==> src/hw/rtl/bpts_pkg.sv <==
// ----------------------------------------------------------------------------
// bpts_pkg
// Shared types and constants of the bitmap priority task scheduler.
// ----------------------------------------------------------------------------
package bpts_pkg;

    localparam int KIND_W    = 3;
    localparam int ID_W      = 6;
    localparam int PRIO_W    = 4;
    localparam int TICKS_W   = 16;
    localparam int QUANTUM_W = 8;

    localparam logic [QUANTUM_W-1:0] RESET_QUANTUM = 8'd5;

    typedef enum logic [KIND_W-1:0] {
        K_TICK   = 3'd0,
        K_CREATE = 3'd1,
        K_YIELD  = 3'd2,
        K_SLEEP  = 3'd3,
        K_BLOCK  = 3'd4,
        K_WAKE   = 3'd5
    } t_kind;

    typedef enum logic [1:0] {
        SRC_TID,
        SRC_SCAN,
        SRC_CUR
    } t_put_src;

    typedef enum logic [3:0] {
        S_IDLE,
        S_DISPATCH,
        S_SCAN,
        S_SCAN_CHK,
        S_SCAN_NEXT,
        S_PUT_RD,
        S_PUT_WR,
        S_PRE_RD,
        S_PRE_CHK,
        S_TAKE_A,
        S_TAKE_B,
        S_SLICE_RD,
        S_SLICE_CHK,
        S_EXP_TAKE,
        S_PICK,
        S_OUT
    } t_state;

    typedef struct packed {
        logic     ready;
        logic     accept;
        logic     clock_inc;
        logic     scan_clr;
        logic     scan_inc;
        logic     wake_done;
        logic     create_wr;
        logic     sleep_do;
        logic     valid_clr;
        logic     put_setup;
        t_put_src put_src;
        logic     put_inactive;
        logic     put_wr;
        logic     pre_rd;
        logic     take_a;
        logic     take_b;
        logic     slice_wr;
        logic     swap;
        logic     out_load;
    } t_cmd;

    typedef struct packed {
        t_kind kind;
        logic  create_ok;
        logic  wake_ok;
        logic  sleep_ok;
        logic  allow;
        logic  cur_valid;
        logic  scan_asleep;
        logic  scan_last;
        logic  wake_due;
        logic  pre_hit;
        logic  take_single;
        logic  slice_expire;
        logic  act_empty;
        logic  oth_empty;
        logic  out_free;
    } t_status;

endpackage

==> src/hw/rtl/bpts_channels.sv <==
// ----------------------------------------------------------------------------
// bpts channels
// Event and result channels: valid/ready handshake with payload.
// ----------------------------------------------------------------------------
interface bpts_req_if;
    import bpts_pkg::*;

    logic               valid;
    logic               ready;
    logic [KIND_W-1:0]  kind;
    logic [ID_W-1:0]    task_id;
    logic [PRIO_W-1:0]  task_priority;
    logic [TICKS_W-1:0] sleep_ticks;
    logic               allow_preempt;

    modport source (output valid, kind, task_id, task_priority, sleep_ticks, allow_preempt,
                    input ready);
    modport sink   (input valid, kind, task_id, task_priority, sleep_ticks, allow_preempt,
                    output ready);
endinterface

interface bpts_rsp_if;
    import bpts_pkg::*;

    logic            valid;
    logic            ready;
    logic [ID_W-1:0] running_id;
    logic            running_valid;
    logic            switched;
    logic            arrays_swapped;

    modport source (output valid, running_id, running_valid, switched, arrays_swapped,
                    input ready);
    modport sink   (input valid, running_id, running_valid, switched, arrays_swapped,
                    output ready);
endinterface

==> src/hw/rtl/bpts_ram.sv <==
// ----------------------------------------------------------------------------
// bpts_ram
// Generic single-write, single-read RAM with registered read data.
// ----------------------------------------------------------------------------
module bpts_ram #(
    parameter int WIDTH = 8,
    parameter int DEPTH = 64
) (
    input  logic                     i_clk,
    input  logic                     i_we,
    input  logic [$clog2(DEPTH)-1:0] i_waddr,
    input  logic [WIDTH-1:0]         i_wdata,
    input  logic [$clog2(DEPTH)-1:0] i_raddr,
    output logic [WIDTH-1:0]         o_rdata
);
    logic [WIDTH-1:0] r_mem [DEPTH];
    logic [WIDTH-1:0] r_rdata;

    always_ff @(posedge i_clk) begin
        if (i_we) begin
            r_mem[i_waddr] <= i_wdata;
        end
        r_rdata <= r_mem[i_raddr];
    end

    assign o_rdata = r_rdata;
endmodule

==> src/hw/rtl/bpts_datapath.sv <==
// ----------------------------------------------------------------------------
// bpts_datapath
// Task tables, priority FIFOs, ready bitmaps, clock and result register.
// ----------------------------------------------------------------------------
module bpts_datapath #(
    parameter int NUM_PRIORITIES = 15,
    parameter int MAX_TASKS      = 64,
    parameter int CLOCK_BITS     = 32
) (
    input  logic                          i_clk,
    input  logic                          i_rst_n,
    input  bpts_pkg::t_cmd                i_cmd,
    output bpts_pkg::t_status             o_status,
    input  logic [bpts_pkg::KIND_W-1:0]   i_kind,
    input  logic [bpts_pkg::ID_W-1:0]     i_task_id,
    input  logic [bpts_pkg::PRIO_W-1:0]   i_task_priority,
    input  logic [bpts_pkg::TICKS_W-1:0]  i_sleep_ticks,
    input  logic                          i_allow_preempt,
    input  logic                          i_cfg_we,
    input  logic [bpts_pkg::QUANTUM_W-1:0] i_cfg_wdata,
    input  logic                          i_out_ready,
    output logic                          o_out_valid,
    output logic [bpts_pkg::ID_W-1:0]     o_running_id,
    output logic                          o_running_valid,
    output logic                          o_switched,
    output logic                          o_arrays_swapped
);
    import bpts_pkg::*;

    localparam int TW = $clog2(MAX_TASKS);
    localparam int PW = $clog2(NUM_PRIORITIES);
    localparam int FQ = 2 * NUM_PRIORITIES;
    localparam int QW = $clog2(FQ);

    // held event item
    logic [KIND_W-1:0]    r_kind;
    logic [ID_W-1:0]      r_tid;
    logic [PRIO_W-1:0]    r_prio;
    logic [TICKS_W-1:0]   r_ticks;
    logic                 r_allow;
    logic [TW-1:0]        r_old_id;
    logic                 r_old_valid;
    logic                 r_swap;

    // scheduler state
    logic [TW-1:0]             r_cur;
    logic                      r_cur_valid;
    logic                      r_sel;
    logic [NUM_PRIORITIES-1:0] r_bitmap [2];
    logic [CLOCK_BITS-1:0]     r_clock;
    logic [QUANTUM_W-1:0]      r_quantum;
    logic [TW-1:0]             r_head [FQ];
    logic [TW-1:0]             r_tail [FQ];
    logic [MAX_TASKS-1:0]      r_asleep;
    logic [MAX_TASKS-1:0]      r_queued;

    // operation operands
    logic [TW-1:0] r_scan;
    logic [TW-1:0] r_put_t;
    logic          r_put_arr;
    logic [PW-1:0] r_put_prio;
    logic [QW-1:0] r_take_q;

    // result register
    logic            r_out_valid;
    logic [ID_W-1:0] r_out_id;
    logic            r_out_run;
    logic            r_out_sw;
    logic            r_out_swp;

    // RAM read data
    logic [PW-1:0]         w_prio_rdata;
    logic [TW-1:0]         w_link_rdata;
    logic [QUANTUM_W-1:0]  w_slice_rdata;
    logic [CLOCK_BITS-1:0] w_wake_rdata;

    logic [TW-1:0]             w_tid_idx;
    logic                      w_tid_ok;
    logic                      w_tid_free;
    logic [PW-1:0]             w_prio_sat;
    logic [NUM_PRIORITIES-1:0] w_act_bm;
    logic [NUM_PRIORITIES-1:0] w_oth_bm;
    logic [PW-1:0]             w_take_p;
    logic [QW-1:0]             w_take_q;
    logic [TW-1:0]             w_take_t;
    logic [QW-1:0]             w_put_q;
    logic                      w_put_hit;
    logic                      w_expire;
    logic [QUANTUM_W-1:0]      w_slice_wdata;
    logic [TW-1:0]             w_put_src;

    assign w_tid_idx  = TW'(r_tid);
    assign w_tid_ok   = (32'(r_tid) < MAX_TASKS);
    assign w_tid_free = !(r_cur_valid && (r_cur == w_tid_idx))
                        && !r_queued[w_tid_idx] && !r_asleep[w_tid_idx];
    assign w_prio_sat = (32'(r_prio) >= NUM_PRIORITIES) ? PW'(NUM_PRIORITIES - 1)
                                                        : PW'(r_prio);

    assign w_act_bm = r_bitmap[r_sel];
    assign w_oth_bm = r_bitmap[~r_sel];

    // lowest set bit is the most urgent priority
    always_comb begin
        w_take_p = PW'(NUM_PRIORITIES - 1);
        for (int i = NUM_PRIORITIES - 1; i >= 0; i--) begin
            if (w_act_bm[i]) begin
                w_take_p = PW'(i);
            end
        end
    end

    assign w_take_q = (r_sel ? QW'(NUM_PRIORITIES) : QW'(0)) + QW'(w_take_p);
    assign w_take_t = r_head[w_take_q];
    assign w_put_q  = (r_put_arr ? QW'(NUM_PRIORITIES) : QW'(0)) + QW'(w_prio_rdata);
    assign w_put_hit = r_bitmap[r_put_arr][w_prio_rdata];
    assign w_expire  = (w_slice_rdata <= QUANTUM_W'(1));

    always_comb begin
        if (i_cmd.create_wr || w_expire) begin
            w_slice_wdata = r_quantum;
        end else begin
            w_slice_wdata = w_slice_rdata - QUANTUM_W'(1);
        end
    end

    always_comb begin
        case (i_cmd.put_src)
            SRC_TID:  w_put_src = w_tid_idx;
            SRC_SCAN: w_put_src = r_scan;
            SRC_CUR:  w_put_src = r_cur;
            default:  w_put_src = r_cur;
        endcase
    end

    bpts_ram #(.WIDTH(PW), .DEPTH(MAX_TASKS)) u_prio_ram (
        .i_clk   (i_clk),
        .i_we    (i_cmd.create_wr),
        .i_waddr (w_tid_idx),
        .i_wdata (w_prio_sat),
        .i_raddr (i_cmd.pre_rd ? r_cur : r_put_t),
        .o_rdata (w_prio_rdata)
    );

    bpts_ram #(.WIDTH(TW), .DEPTH(MAX_TASKS)) u_link_ram (
        .i_clk   (i_clk),
        .i_we    (i_cmd.put_wr && w_put_hit),
        .i_waddr (r_tail[w_put_q]),
        .i_wdata (r_put_t),
        .i_raddr (w_take_t),
        .o_rdata (w_link_rdata)
    );

    bpts_ram #(.WIDTH(QUANTUM_W), .DEPTH(MAX_TASKS)) u_slice_ram (
        .i_clk   (i_clk),
        .i_we    (i_cmd.create_wr || i_cmd.slice_wr),
        .i_waddr (i_cmd.create_wr ? w_tid_idx : r_cur),
        .i_wdata (w_slice_wdata),
        .i_raddr (r_cur),
        .o_rdata (w_slice_rdata)
    );

    bpts_ram #(.WIDTH(CLOCK_BITS), .DEPTH(MAX_TASKS)) u_wake_ram (
        .i_clk   (i_clk),
        .i_we    (i_cmd.sleep_do),
        .i_waddr (r_cur),
        .i_wdata (r_clock + CLOCK_BITS'(r_ticks)),
        .i_raddr (r_scan),
        .o_rdata (w_wake_rdata)
    );

    always_ff @(posedge i_clk) begin
        if (!i_rst_n) begin
            r_cur       <= '0;
            r_cur_valid <= 1'b0;
            r_sel       <= 1'b0;
            r_bitmap[0] <= '0;
            r_bitmap[1] <= '0;
            r_clock     <= CLOCK_BITS'(1);
            r_quantum   <= RESET_QUANTUM;
            r_asleep    <= '0;
            r_queued    <= '0;
            r_swap      <= 1'b0;
            r_out_valid <= 1'b0;
        end else begin
            if (i_cfg_we) begin
                r_quantum <= i_cfg_wdata;
            end
            if (i_cmd.accept) begin
                r_kind      <= i_kind;
                r_tid       <= i_task_id;
                r_prio      <= i_task_priority;
                r_ticks     <= i_sleep_ticks;
                r_allow     <= i_allow_preempt;
                r_old_id    <= r_cur;
                r_old_valid <= r_cur_valid;
                r_swap      <= 1'b0;
            end
            if (i_cmd.clock_inc) begin
                r_clock <= r_clock + CLOCK_BITS'(1);
            end
            if (i_cmd.scan_clr) begin
                r_scan <= '0;
            end
            if (i_cmd.scan_inc) begin
                r_scan <= r_scan + TW'(1);
            end
            if (i_cmd.wake_done) begin
                r_asleep[r_scan] <= 1'b0;
            end
            if (i_cmd.sleep_do) begin
                r_asleep[r_cur] <= 1'b1;
                r_cur_valid     <= 1'b0;
            end
            if (i_cmd.valid_clr) begin
                r_cur_valid <= 1'b0;
            end
            if (i_cmd.put_setup) begin
                r_put_t   <= w_put_src;
                r_put_arr <= r_sel ^ i_cmd.put_inactive;
            end
            // append to the tail of the FIFO for this priority
            if (i_cmd.put_wr) begin
                if (!w_put_hit) begin
                    r_head[w_put_q]                  <= r_put_t;
                    r_bitmap[r_put_arr][w_prio_rdata] <= 1'b1;
                end
                r_tail[w_put_q]   <= r_put_t;
                r_queued[r_put_t] <= 1'b1;
                r_put_prio        <= w_prio_rdata;
            end
            // pop the head of the most urgent FIFO into the running slot
            if (i_cmd.take_a) begin
                if (w_take_t == r_tail[w_take_q]) begin
                    r_bitmap[r_sel][w_take_p] <= 1'b0;
                end
                r_take_q           <= w_take_q;
                r_cur              <= w_take_t;
                r_cur_valid        <= 1'b1;
                r_queued[w_take_t] <= 1'b0;
            end
            if (i_cmd.take_b) begin
                r_head[r_take_q] <= w_link_rdata;
            end
            if (i_cmd.swap) begin
                r_sel  <= ~r_sel;
                r_swap <= 1'b1;
            end
            if (i_cmd.out_load) begin
                r_out_valid <= 1'b1;
                r_out_id    <= r_cur_valid ? ID_W'(r_cur) : '0;
                r_out_run   <= r_cur_valid;
                r_out_sw    <= (r_cur_valid != r_old_valid)
                               || (r_cur_valid && (r_cur != r_old_id));
                r_out_swp   <= r_swap;
            end else if (i_out_ready) begin
                r_out_valid <= 1'b0;
            end
        end
    end

    always_comb begin
        o_status.kind         = t_kind'(r_kind);
        o_status.create_ok    = w_tid_ok && w_tid_free;
        o_status.wake_ok      = w_tid_ok && w_tid_free;
        o_status.sleep_ok     = (r_ticks != '0);
        o_status.allow        = r_allow;
        o_status.cur_valid    = r_cur_valid;
        o_status.scan_asleep  = r_asleep[r_scan];
        o_status.scan_last    = (r_scan == TW'(MAX_TASKS - 1));
        o_status.wake_due     = (w_wake_rdata <= r_clock);
        o_status.pre_hit      = r_cur_valid && (r_put_prio < w_prio_rdata);
        o_status.take_single  = (w_take_t == r_tail[w_take_q]);
        o_status.slice_expire = w_expire;
        o_status.act_empty    = (w_act_bm == '0);
        o_status.oth_empty    = (w_oth_bm == '0);
        o_status.out_free     = !r_out_valid || i_out_ready;
    end

    assign o_out_valid      = r_out_valid;
    assign o_running_id     = r_out_id;
    assign o_running_valid  = r_out_run;
    assign o_switched       = r_out_sw;
    assign o_arrays_swapped = r_out_swp;
endmodule

==> src/hw/rtl/bpts_ctrl.sv <==
// ----------------------------------------------------------------------------
// bpts_ctrl
// Event sequencer: steps the datapath through put, take, scan and pick.
// ----------------------------------------------------------------------------
module bpts_ctrl (
    input  logic               i_clk,
    input  logic               i_rst_n,
    input  logic               i_in_valid,
    input  bpts_pkg::t_status  i_status,
    output bpts_pkg::t_cmd     o_cmd
);
    import bpts_pkg::*;

    t_state r_state, n_state;
    t_state r_put_ret, n_put_ret;
    t_state r_take_ret, n_take_ret;
    logic   r_in_tick, n_in_tick;

    always_ff @(posedge i_clk) begin
        if (!i_rst_n) begin
            r_state    <= S_IDLE;
            r_put_ret  <= S_IDLE;
            r_take_ret <= S_IDLE;
            r_in_tick  <= 1'b0;
        end else begin
            r_state    <= n_state;
            r_put_ret  <= n_put_ret;
            r_take_ret <= n_take_ret;
            r_in_tick  <= n_in_tick;
        end
    end

    // next state
    always_comb begin
        n_state    = r_state;
        n_put_ret  = r_put_ret;
        n_take_ret = r_take_ret;
        n_in_tick  = r_in_tick;
        case (r_state)
            S_IDLE: begin
                if (i_in_valid) begin
                    n_state   = S_DISPATCH;
                    n_in_tick = 1'b0;
                end
            end
            S_DISPATCH: begin
                n_state = S_PICK;
                case (i_status.kind)
                    K_TICK: begin
                        n_state   = S_SCAN;
                        n_in_tick = 1'b1;
                    end
                    K_CREATE: begin
                        if (i_status.create_ok) begin
                            n_state   = S_PUT_RD;
                            n_put_ret = S_PICK;
                        end
                    end
                    K_YIELD: begin
                        if (i_status.cur_valid) begin
                            n_state   = S_PUT_RD;
                            n_put_ret = S_PICK;
                        end
                    end
                    K_WAKE: begin
                        if (i_status.wake_ok) begin
                            n_state   = S_PUT_RD;
                            n_put_ret = S_PRE_RD;
                        end
                    end
                    default: n_state = S_PICK;
                endcase
            end
            S_SCAN: begin
                if (i_status.scan_asleep) begin
                    n_state = S_SCAN_CHK;
                end else if (i_status.scan_last) begin
                    n_state = S_SLICE_RD;
                end
            end
            S_SCAN_CHK: begin
                if (i_status.wake_due) begin
                    n_state   = S_PUT_RD;
                    n_put_ret = S_PRE_RD;
                end else begin
                    n_state = S_SCAN_NEXT;
                end
            end
            S_SCAN_NEXT: n_state = i_status.scan_last ? S_SLICE_RD : S_SCAN;
            S_PUT_RD:    n_state = S_PUT_WR;
            S_PUT_WR:    n_state = r_put_ret;
            S_PRE_RD:    n_state = S_PRE_CHK;
            S_PRE_CHK: begin
                if (i_status.pre_hit && (r_in_tick || i_status.allow)) begin
                    n_state    = S_PUT_RD;
                    n_put_ret  = S_TAKE_A;
                    n_take_ret = r_in_tick ? S_SCAN_NEXT : S_PICK;
                end else begin
                    n_state = r_in_tick ? S_SCAN_NEXT : S_PICK;
                end
            end
            S_TAKE_A:   n_state = i_status.take_single ? r_take_ret : S_TAKE_B;
            S_TAKE_B:   n_state = r_take_ret;
            S_SLICE_RD: n_state = i_status.cur_valid ? S_SLICE_CHK : S_PICK;
            S_SLICE_CHK: begin
                if (i_status.slice_expire) begin
                    n_state   = S_PUT_RD;
                    n_put_ret = S_EXP_TAKE;
                end else begin
                    n_state = S_PICK;
                end
            end
            S_EXP_TAKE: begin
                n_state    = S_TAKE_A;
                n_take_ret = S_PICK;
            end
            S_PICK: begin
                if (i_status.cur_valid) begin
                    n_state = S_OUT;
                end else if (!i_status.act_empty || !i_status.oth_empty) begin
                    n_state    = S_TAKE_A;
                    n_take_ret = S_OUT;
                end else begin
                    n_state = S_OUT;
                end
            end
            S_OUT: begin
                if (i_status.out_free) begin
                    n_state = S_IDLE;
                end
            end
            default: n_state = S_IDLE;
        endcase
    end

    // commands
    always_comb begin
        o_cmd = '0;
        o_cmd.put_src = SRC_CUR;
        case (r_state)
            S_IDLE: begin
                o_cmd.ready  = 1'b1;
                o_cmd.accept = i_in_valid;
            end
            S_DISPATCH: begin
                case (i_status.kind)
                    K_TICK: begin
                        o_cmd.clock_inc = 1'b1;
                        o_cmd.scan_clr  = 1'b1;
                    end
                    K_CREATE: begin
                        o_cmd.create_wr = i_status.create_ok;
                        o_cmd.put_setup = i_status.create_ok;
                        o_cmd.put_src   = SRC_TID;
                    end
                    // requeue the runner and drop it so the pick takes the next one
                    K_YIELD: begin
                        o_cmd.put_setup = i_status.cur_valid;
                        o_cmd.valid_clr = i_status.cur_valid;
                    end
                    K_SLEEP: o_cmd.sleep_do = i_status.cur_valid && i_status.sleep_ok;
                    K_BLOCK: o_cmd.valid_clr = i_status.cur_valid;
                    K_WAKE: begin
                        o_cmd.put_setup = i_status.wake_ok;
                        o_cmd.put_src   = SRC_TID;
                    end
                    default: o_cmd.put_setup = 1'b0;
                endcase
            end
            S_SCAN: begin
                o_cmd.scan_inc = !i_status.scan_asleep && !i_status.scan_last;
            end
            S_SCAN_CHK: begin
                o_cmd.wake_done = i_status.wake_due;
                o_cmd.put_setup = i_status.wake_due;
                o_cmd.put_src   = SRC_SCAN;
            end
            S_SCAN_NEXT: o_cmd.scan_inc = !i_status.scan_last;
            S_PUT_WR:    o_cmd.put_wr = 1'b1;
            S_PRE_RD:    o_cmd.pre_rd = 1'b1;
            S_PRE_CHK: begin
                o_cmd.put_setup = i_status.pre_hit && (r_in_tick || i_status.allow);
            end
            S_TAKE_A: o_cmd.take_a = 1'b1;
            S_TAKE_B: o_cmd.take_b = 1'b1;
            S_SLICE_CHK: begin
                o_cmd.slice_wr     = 1'b1;
                o_cmd.put_setup    = i_status.slice_expire;
                o_cmd.put_inactive = 1'b1;
            end
            S_EXP_TAKE: o_cmd.swap = i_status.act_empty;
            S_PICK: begin
                o_cmd.swap = !i_status.cur_valid && i_status.act_empty
                             && !i_status.oth_empty;
            end
            S_OUT: o_cmd.out_load = i_status.out_free;
            default: o_cmd.ready = 1'b0;
        endcase
    end

`ifndef SYNTHESIS
    a_accept_dispatch: assert property (@(posedge i_clk) disable iff (!i_rst_n)
        o_cmd.accept |=> (r_state == S_DISPATCH))
        else $error("accepted item not dispatched");

    a_take_nonempty: assert property (@(posedge i_clk) disable iff (!i_rst_n)
        (r_state == S_TAKE_A) |-> !i_status.act_empty)
        else $error("take from empty active array");

    a_swap_nonempty: assert property (@(posedge i_clk) disable iff (!i_rst_n)
        o_cmd.swap |-> !i_status.oth_empty)
        else $error("swap toward empty array");

    a_out_idle: assert property (@(posedge i_clk) disable iff (!i_rst_n)
        o_cmd.out_load |=> (r_state == S_IDLE))
        else $error("result loaded without return to idle");
`endif
endmodule

==> src/hw/rtl/bitmap_priority_task_scheduler.sv <==
// ----------------------------------------------------------------------------
// bitmap_priority_task_scheduler
// Two-array priority task scheduler with per-priority FIFOs and bitmaps.
// ----------------------------------------------------------------------------
// Usage:
//   i_req carries one scheduler event per item (tick, create, yield, sleep,
//   block, wake); o_rsp returns exactly one result item per event giving the
//   running task, whether it changed and whether the arrays swapped.
//   i_cfg_we / i_cfg_wdata load the time quantum; write only while idle.
// Timing:
//   One event at a time; the next is accepted the cycle after the result is
//   loaded. A tick advances the clock and walks all MAX_TASKS sleep slots, one
//   per cycle past slots that are not asleep; each sleeper that is due is
//   woken and may preempt. The running slice is then checked, and on expiry
//   the runner moves to the other array before the pick.
// Reset:
//   Synchronous, active low. Clears bitmaps, sleep and queue flags, running
//   task, array select; clock restarts at one, quantum at five.
// Stall:
//   The result register holds an item while o_rsp.ready is low; the block may
//   already accept the next event, and holds its own result until free.
// ----------------------------------------------------------------------------
module bitmap_priority_task_scheduler #(
    parameter int NUM_PRIORITIES = 15,
    parameter int MAX_TASKS      = 64,
    parameter int CLOCK_BITS     = 32
) (
    input  logic                            i_clk,
    input  logic                            i_rst_n,
    bpts_req_if.sink                        i_req,
    bpts_rsp_if.source                      o_rsp,
    input  logic                            i_cfg_we,
    input  logic [bpts_pkg::QUANTUM_W-1:0]  i_cfg_wdata
);
    import bpts_pkg::*;

    t_cmd    w_cmd;
    t_status w_status;

    // sequencer: one state per datapath micro-operation
    bpts_ctrl u_ctrl (
        .i_clk      (i_clk),
        .i_rst_n    (i_rst_n),
        .i_in_valid (i_req.valid),
        .i_status   (w_status),
        .o_cmd      (w_cmd)
    );

    // hold ready high only in idle
    assign i_req.ready = w_cmd.ready;

    bpts_datapath #(
        .NUM_PRIORITIES (NUM_PRIORITIES),
        .MAX_TASKS      (MAX_TASKS),
        .CLOCK_BITS     (CLOCK_BITS)
    ) u_datapath (
        .i_clk            (i_clk),
        .i_rst_n          (i_rst_n),
        .i_cmd            (w_cmd),
        .o_status         (w_status),
        .i_kind           (i_req.kind),
        .i_task_id        (i_req.task_id),
        .i_task_priority  (i_req.task_priority),
        .i_sleep_ticks    (i_req.sleep_ticks),
        .i_allow_preempt  (i_req.allow_preempt),
        .i_cfg_we         (i_cfg_we),
        .i_cfg_wdata      (i_cfg_wdata),
        .i_out_ready      (o_rsp.ready),
        .o_out_valid      (o_rsp.valid),
        .o_running_id     (o_rsp.running_id),
        .o_running_valid  (o_rsp.running_valid),
        .o_switched       (o_rsp.switched),
        .o_arrays_swapped (o_rsp.arrays_swapped)
    );
endmodule

==> src/flat_wrapper.sv <==
// flat-port wrapper written by rule: the top's interface ports become plain ports
module bitmap_priority_task_scheduler_flat import bpts_pkg::*;
#(
    parameter int NUM_PRIORITIES = 15,
    parameter int MAX_TASKS      = 64,
    parameter int CLOCK_BITS     = 32
)
  (i_clk, i_rst_n, i_cfg_we, i_cfg_wdata, i_req_valid, i_req_kind, i_req_task_id, i_req_task_priority, i_req_sleep_ticks, i_req_allow_preempt, i_req_ready, o_rsp_valid, o_rsp_running_id, o_rsp_running_valid, o_rsp_switched, o_rsp_arrays_swapped, o_rsp_ready);
  bpts_req_if i_req_i ();
  bpts_rsp_if o_rsp_i ();
  input  logic i_clk;
  input  logic i_rst_n;
  input  logic i_cfg_we;
  input  logic [bpts_pkg::QUANTUM_W-1:0] i_cfg_wdata;
  input wire logic [$bits(i_req_i.valid)-1:0] i_req_valid;
  input wire logic [$bits(i_req_i.kind)-1:0] i_req_kind;
  input wire logic [$bits(i_req_i.task_id)-1:0] i_req_task_id;
  input wire logic [$bits(i_req_i.task_priority)-1:0] i_req_task_priority;
  input wire logic [$bits(i_req_i.sleep_ticks)-1:0] i_req_sleep_ticks;
  input wire logic [$bits(i_req_i.allow_preempt)-1:0] i_req_allow_preempt;
  output wire logic [$bits(i_req_i.ready)-1:0] i_req_ready;
  output wire logic [$bits(o_rsp_i.valid)-1:0] o_rsp_valid;
  output wire logic [$bits(o_rsp_i.running_id)-1:0] o_rsp_running_id;
  output wire logic [$bits(o_rsp_i.running_valid)-1:0] o_rsp_running_valid;
  output wire logic [$bits(o_rsp_i.switched)-1:0] o_rsp_switched;
  output wire logic [$bits(o_rsp_i.arrays_swapped)-1:0] o_rsp_arrays_swapped;
  input wire logic [$bits(o_rsp_i.ready)-1:0] o_rsp_ready;
  assign i_req_i.valid = i_req_valid;
  assign i_req_i.kind = i_req_kind;
  assign i_req_i.task_id = i_req_task_id;
  assign i_req_i.task_priority = i_req_task_priority;
  assign i_req_i.sleep_ticks = i_req_sleep_ticks;
  assign i_req_i.allow_preempt = i_req_allow_preempt;
  assign i_req_ready = i_req_i.ready;
  assign o_rsp_valid = o_rsp_i.valid;
  assign o_rsp_running_id = o_rsp_i.running_id;
  assign o_rsp_running_valid = o_rsp_i.running_valid;
  assign o_rsp_switched = o_rsp_i.switched;
  assign o_rsp_arrays_swapped = o_rsp_i.arrays_swapped;
  assign o_rsp_i.ready = o_rsp_ready;
  bitmap_priority_task_scheduler #(.NUM_PRIORITIES(NUM_PRIORITIES), .MAX_TASKS(MAX_TASKS), .CLOCK_BITS(CLOCK_BITS)) u_core (.i_clk(i_clk), .i_rst_n(i_rst_n), .i_req(i_req_i), .o_rsp(o_rsp_i), .i_cfg_we(i_cfg_we), .i_cfg_wdata(i_cfg_wdata));
endmodule
==> config.mk <==
export PLATFORM = sky130hd
export DESIGN_NAME = bitmap_priority_task_scheduler_flat
export DESIGN_NICKNAME = d
export VERILOG_FILES = /design/src/hw/rtl/bpts_pkg.sv /design/src/hw/rtl/bpts_channels.sv /design/src/hw/rtl/bpts_ram.sv /design/src/hw/rtl/bpts_datapath.sv /design/src/hw/rtl/bpts_ctrl.sv /design/src/hw/rtl/bitmap_priority_task_scheduler.sv /design/src/flat_wrapper.sv
export SDC_FILE = /design/constraint.sdc
export NUM_CORES = 2
export LEC_CHECK = 0
export BUFFER_PORTS_ARGS = -buffer_cell sky130_fd_sc_hd__buf_2
export CORE_UTILIZATION = 57
export DETAILED_ROUTE_END_ITERATION = 8
export PLACE_DENSITY = 0.76
export REMOVE_ABC_BUFFERS = 1
export SKIP_CTS_REPAIR_TIMING = 1
export SLEW_MARGIN = 20
export SYNTH_ARGS = -nofsm -noshare
export SYNTH_HDL_FRONTEND = slang
export SYNTH_SLANG_ARGS = --single-unit
export TNS_END_PERCENT = 1
==> constraint.sdc <==
create_clock -name i_clk -period 5.19 [get_ports i_clk]
set_input_delay 0.2595 -clock i_clk [delete_from_list [all_inputs] [get_ports i_clk]]
set_output_delay 0.2595 -clock i_clk [all_outputs]
set_load 0.02 [all_outputs]
# Word-level counts from Yosys, hierarchy flattened
# Memories as Yosys holds them, arrays and structs flattened. A register that Yosys moved wholly into a read port is not among the register bits.
# Cells that the tools add are included.
# word_totals
regBits,259
mem_bits_rw,3590
in_bits,43
elab_cells,311
n_memories,7
# memory_table
memory,depth,width,rd,rd_ports_with_merged_regs,wr,line_no,rtl
u_core.u_datapath.u_wake_ram.r_mem,64,32,1,1,1,bpts_ram.sv:16,logic [WIDTH-1:0] r_mem [DEPTH];
u_core.u_datapath.u_slice_ram.r_mem,64,8,1,1,1,bpts_ram.sv:16,
u_core.u_datapath.u_link_ram.r_mem,64,6,1,1,1,bpts_ram.sv:16,
u_core.u_datapath.u_prio_ram.r_mem,64,4,1,1,1,bpts_ram.sv:16,
u_core.u_datapath.r_head,30,6,1,0,1,bpts_datapath.sv:52,logic [TW-1:0] r_head [FQ];
u_core.u_datapath.r_tail,30,6,2,0,1,bpts_datapath.sv:53,logic [TW-1:0] r_tail [FQ];
1 more memories,-,-,-,-,-,-,
# classes
add_sub_neg,6
n_lt_le_gt_ge,17
n_eq_ne,39
n_mux,145
n_bitwise,8
reduce_logical,60
# ops
op,n
64-bit 2-to-1 mux,6
4-bit 2-to-1 mux,36
64-bit bitwise AND,2
64-bit inverter,2
64-bit bitwise OR,2
15-bit 2-to-1 mux,6
4-bit case mux with 16 select lines,1
1-bit 2-to-1 mux,60
4-bit case mux with 3 select lines,3
6-bit by 7-bit less-than comparator with 1-bit output (second input constant),5
32-bit by 1-bit adder with 32-bit output (second input constant),1
32-bit by 16-bit adder with 32-bit output,1
4-bit == test (second input constant),8
32-bit <= comparator,1
15-bit zero test,2
6-bit 2-to-1 mux,5
15-bit OR reduction,2
1-bit demux with 6-bit select,4
6-bit by 1-bit >= comparator with 1-bit output (second input constant),4
1-bit binary-select mux with 6-bit select,3
1-bit logical AND,17
4-bit by 3-bit == test with 1-bit output (second input constant),4
4-bit case mux with 4 select lines,1
16-bit nonzero test,1
other kinds (48),98

# Depth between registers and ports, before layout
# An unclocked memory read counts as a cell.
# logic_depth
ltp_word,23
ltp_mapped,27

# By module
# A second synthesis with hierarchy kept.
# unflattened
cells_unflattened,8819
hier_area_um2,160312.5
# modules_own_cells
mod,instances,cells_per_inst,area_each_um2,seq_area_each_um2
bpts_ram (u_core.u_datapath.u_wake_ram),1,3324,78515.3,62139.6
bpts_datapath,1,3157,34804.6,17056.4
bpts_ram (u_core.u_datapath.u_slice_ram),1,940,20166.8,15534.9
bpts_ram (u_core.u_datapath.u_link_ram),1,720,15225.9,11651.2
bpts_ram (u_core.u_datapath.u_prio_ram),1,521,10407.5,7767.4
bpts_ctrl,1,157,1192.4,240.2

# Worst setup path after synthesis
# OpenSTA, ideal clock, no wires.
# synth_timing
path_kind,reg-to-reg
from,register u_core.u_datapath.r_tid[1]
to,"memory u_core.u_datapath.u_slice_ram.r_mem[0][0], data pin"
setup_time_ps,702
t_arrival_ps,5045
required_ps,4488
slack_ps,-557
path_stages_with_launch,13
cell_sequence,edfxtp_1 -> buf_2 -> buf_1 -> o21ai_0 -> mux4_2 -> a31oi_1 -> a211oi_1 -> nand4_1 -> or2_2 -> clkbuf_1 -> nand2_1 -> clkbuf_1 -> o21ai_0
# synth_between
elab_chain_cells,9
elab_cells_between_ends,15
classes_between,eq/ne (1); mux (7); reduce/logical (7)
# synth_lines
item,line_no,rtl
"start, declared",bpts_datapath.sv:37,logic [ID_W-1:0] r_tid;
"start signal, assigned",bpts_datapath.sv:190,r_tid <= i_task_id;
1-bit binary-select mux with 6-bit select or 6-bit == test (tied branches),"bpts_datapath.sv:95, bpts_datapath.sv:94",
1-bit 2-to-1 mux (not written as such) or 1-bit logical AND (tied branches),"bpts_datapath.sv:95, bpts_datapath.sv:94",
"1-bit zero test, on equally long branches","bpts_datapath.sv:95, bpts_datapath.sv:94",
1-bit logical AND,bpts_datapath.sv:95,&& !r_queued[w_tid_idx] && !r_asleep[w_tid_idx];
1-bit logical AND *,bpts_datapath.sv:95,
1-bit 2-to-1 mux *,bpts_ctrl.sv:146,case (i_status.kind)
3-bit 2-to-1 mux *,bpts_ctrl.sv:140,case (r_state)
1-bit logical OR *,bpts_datapath.sv:119,if (i_cmd.create_wr || w_expire) begin
8-bit 2-to-1 mux *,bpts_datapath.sv:119,
net u_core.u_datapath.u_slice_ram.i_wdata[0],bpts_ram.sv:12,"input logic [WIDTH-1:0] i_wdata,"
"end, declared",bpts_ram.sv:16,
# The timed path passes the listed nets; every way through them passes the cells marked *. The select of a mux whose other input is x is not followed.

==> flow_metrics.env <==
export IMPL_synthTopCellsByArea="edfxtp_1 (73%), a22oi_1 (5.2%), dfxtp_1 (3.2%), mux4_2 (3.1%), a21oi_1 (1.3%)"
export IMPL_root_buffer="clkbuf_16"
export IMPL_min_delay_start="o_rsp_ready"
export IMPL_clk_pin_slew_ns=0.07
export IMPL_cts_tree="yes"
export IMPL_cp_arrival_ns=6.60
export IMPL_vias=95600
export IMPL_rows=188
export IMPL_start_util=0.574
export IMPL_ios=54
export IMPL_min_period_ns=5.99
export IMPL_powerDensity_nw_per_um2=409
export IMPL_cts_max_level=5
export IMPL_synth_area_sq_um=151000
export IMPL_clkPwrFrac=0.391
export IMPL_min_path_type="in -> reg"
export IMPL_antenna_found_initial=18
export IMPL_postLayoutSetupSlackWorst_ns=-0.796
export IMPL_skew_ns=0.0737
export IMPL_rsz0062_at_grt="true"
export IMPL_status="finished with violations"
export IMPL_firstDrtPassIters=8
export IMPL_port_buffers=53
export IMPL_synth_top_area_share=0.727
export IMPL_fin_setup_tns_ns=-32.50
export IMPL_r2r_setup_slack_ns=-0.80
export IMPL_synth_edf_count=3658
export IMPL_fin_crit_sh=1.15
export IMPL_synth_ff_type="edfxtp_1"
export IMPL_crit_slowest_cell="fa_4"
export IMPL_grt_pass1_vias=92000
export IMPL_avgSynthCellArea_sq_um=16.4
export IMPL_drive_gt1_frac=0.180
export IMPL_netlist_instances=9203
export IMPL_clock_latency_ns=0.95
export IMPL_via_per_inst=7.01
export IMPL_tightest_slew_ns=1.21
export IMPL_worstPathCellList="nor2b_1 > o21bai_1 > a21oi_1 > o21bai_1 > a21oi_1 > o211a_1 > o211ai_1 > nand2_1 > ha_4 > fa_4 > buf_12 > buf_4 > mux4_2 > mux2i_4 > o21ai_2 > o211a_1 > nor4_2 > buf_4 > nand4_1 > buf_6 > a211o_4 > and4b_2 > a21oi_1 > nor2_1"
export IMPL_finalHoldViolCount=0
export IMPL_die_w_um=517
export IMPL_r2r_end="u_core.u_datapath.r_bitmap[0][8]$_SDFFCE_PN0P_"
export IMPL_combPwrFrac=0.110
export IMPL_slowest_delay_ns=0.89
export IMPL_ant_nets=0
export IMPL_die_area_sq_um=267000
export IMPL_startpoint_type="flop"
export IMPL_seq_power_share=0.499
export IMPL_drt_total_wl_mm=444
export IMPL_ys_seq_area_frac=0.759
export IMPL_clkSinkCount=3900
export IMPL_maxCapViolCount=0
export IMPL_cell_internal_pwr_mw=53.6
export IMPL_route_detailed_drc=0
export IMPL_clockBufferDepth=4
export IMPL_setup_viol=105
export IMPL_place_congestion=0.969
export IMPL_critical_path_max_fanout=6
export IMPL_vdd_drop_max_mv=0.306
export IMPL_cts_buffers=376
export IMPL_drv_slew=0
export IMPL_detail_route_iter0_violations=15500
export IMPL_coreArea_sq_um=263000
export IMPL_yosys_area_top_type="edfxtp_1"
export IMPL_dp_hpwl_mm=266
export IMPL_grt_pass1_wl_mm=630
export IMPL_path_common_cell="a21oi_1"
export IMPL_fin_hold_ws_ns=0.000113
export IMPL_hold_path_end="u_core.u_datapath.o_out_valid$_SDFFE_PN0P_"
export IMPL_ys_warn_count=0
export IMPL_async_flop_share=0
export IMPL_worstPathRequired_ns=5.80
export IMPL_holdPathStages=3
export IMPL_nets=9904
export IMPL_violations="setup timing"
export IMPL_power_switching_mw=17.5
export IMPL_maxSlewHeadroom=0.194
export IMPL_grt_max_degree=117
export IMPL_p_leak_nw=55.2
export IMPL_grtUsageTotal=0.325
export IMPL_rr_worst_depth=24
export IMPL_switching_share=0.246
export IMPL_max_freq_ghz=0.167
export IMPL_synth_common_cells="edfxtp_1 (3,658), a22oi_1 (1,049), nor2_1 (503), clkbuf_1 (427), a21oi_1 (387)"
export IMPL_grt_ovfl_total=0
export IMPL_synth_cell_types=98
export IMPL_worst_setup_path_type="reg -> reg"
export IMPL_r2r_start="u_core.u_datapath.r_bitmap[1][13]$_SDFFCE_PN0P_"
export IMPL_dieHeight_um=517
export IMPL_ys_ff_latch=3900
export IMPL_syn_to_final_growth_pct=15.0
export IMPL_wl_per_cell_um=32.6
export IMPL_yosysMostFrequentCell="edfxtp_1"
export IMPL_end_kind="flop"
==> power by group through the flow <==
stage / logic (mW) / clock network (mW) / registers [mW]
after floorplan: 4.23 / 0 / 36.3
after global placement: 7.13 / 0 / 36.2
after detailed placement: 7.33 / 0 / 36.2
after CTS: 7.39 / 27.8 / 35.5
after global routing: 8.11 / 29.0 / 35.5
final: 7.80 / 27.8 / 35.5
==> cells in the final DEF (no fill, tap or decap), types with 32 or more instances in the layout <==
cell and n:
a211oi_1 35, a21oi_1 381, a221oi_1 177, a22o_1 162, a22oi_1 1045, a31oi_1 159
a41oi_1 57, and3_1 42, and4_1 56, buf_12 63, buf_2 53, buf_4 602
bufinv_16 49, clkbuf_1 57, clkbuf_16 385, clkinv_1 96, clkinv_2 74, dfxtp_1 237
dlygate4sd3_1 48, edfxtp_1 3658, ha_1 60, inv_1 88, inv_2 32, mux2_2 35
mux2i_1 88, mux4_2 206, nand2_1 292, nand3_1 115, nand4_1 157, nor2_1 493
nor2b_1 59, nor3_1 61, nor4_1 38, o21ai_0 214, o22ai_1 42, xnor2_1 52
==> critical path, delay by kind of cell (launching register included) <==
| kind | cells | cell delay (ns) |
|---|---|---|
| muxes | 2 | 0.61 |
| buffers and inverters | 4 | 0.68 |
| DFF | 1 | 0.39 |
| and+or+nand+nor | 6 | 1.23 |
| AOI/OAI and AO/OA | 10 | 1.68 |
| adders and majority gates | 2 | 1.08 |
==> state kept, by name (all words and copies together) (netlist names), 30 cells and up, named ones only <==
| name | cells |
|---|---|
| u_core.u_datapath.u_wake_ram.r_mem | 2048 |
| u_core.u_datapath.u_slice_ram.r_mem | 512 |
| u_core.u_datapath.u_link_ram.r_mem | 384 |
| u_core.u_datapath.u_prio_ram.r_mem | 256 |
| u_core.u_datapath.r_head | 180 |
| u_core.u_datapath.r_tail | 180 |
| u_core.u_datapath.r_asleep | 64 |
| u_core.u_datapath.r_queued | 64 |
| u_core.u_datapath.r_clock | 32 |
| u_core.u_datapath.u_wake_ram.o_rdata | 32 |
| u_core.u_datapath.r_bitmap | 30 |
==> worst max-delay path by stage <==
stage,start,slack [ns],cells past startpoint,endpoint
after floorplan,u_core.u_datapath.r_scan[1]$_SDFFCE_PN0P_,-12.74,10,u_core.u_datapath.r_scan[0]$_SDFFCE_PN0P_
after global placement,u_core.u_datapath.r_bitmap[1][13]$_SDFFCE_PN0P_,-0.95,23,u_core.u_datapath.r_bitmap[0][14]$_SDFFCE_PN0P_
after detailed placement,u_core.u_datapath.r_bitmap[1][13]$_SDFFCE_PN0P_,-0.91,23,u_core.u_datapath.r_bitmap[0][14]$_SDFFCE_PN0P_
after CTS,u_core.u_datapath.r_bitmap[1][13]$_SDFFCE_PN0P_,-0.97,23,u_core.u_datapath.r_bitmap[0][14]$_SDFFCE_PN0P_
after global routing,u_core.u_datapath.r_bitmap[1][13]$_SDFFCE_PN0P_,-0.96,24,u_core.u_datapath.r_bitmap[1][12]$_SDFFCE_PN0P_
final,u_core.u_datapath.r_bitmap[1][13]$_SDFFCE_PN0P_,-0.80,24,u_core.u_datapath.r_bitmap[0][8]$_SDFFCE_PN0P_
==> area by class of cell <==
class | instances | area (sq um)
Antenna cell | 20 | 50.0
Clock buffer | 442 | 9800
Clock inverter | 245 | 2600
Fill cell | 17000 | 89300
Inverter | 149 | 563
Multi-Input combinational cell | 4572 | 34600
Sequential cell | 3900 | 115000
Tap cell | 3515 | 4400
Timing Repair Buffer | 796 | 6960
==> stage by stage <==
stage	power, mW	setup slack (ns)	cell area (sq um)	std cells	util
after floorplan	40.5	-12.74	149000	8620	-
after global placement	43.3	-0.946	160000	12900	0.607
after detailed placement	43.5	-0.913	160000	12900	0.607
after CTS	70.7	-0.968	172000	13500	0.655
after global routing	72.6	-0.959	174000	13600	0.660
final	71.1	-0.796	174000	13600	0.660
==> metal layers <==
metal  track usage  share of wire  vias up
met3        0.0821           0.14     1213
met2         0.499           0.46     8055
li1              -              -    38700
met1         0.443           0.35    47600
met4         0.142          0.048       12
met5             0        0.00025        -
==> cells by family (layout without fill, tap and decap cells) <==
logic type	Yosys count	count (layout)	share of synthesized area
and+or+nand+nor	1564	1565	0.0524
muxes	337	337	0.0397
other	0	20	0
adders and majority gates	66	66	0.00562
DFF	3900	3900	0.759
xor gates and xnor gates	105	105	0.00614
buffers and inverters	732	1632	0.0196
AOI/OAI and AO/OA	2499	2499	0.117
Power figures use the tool's default switching activity.
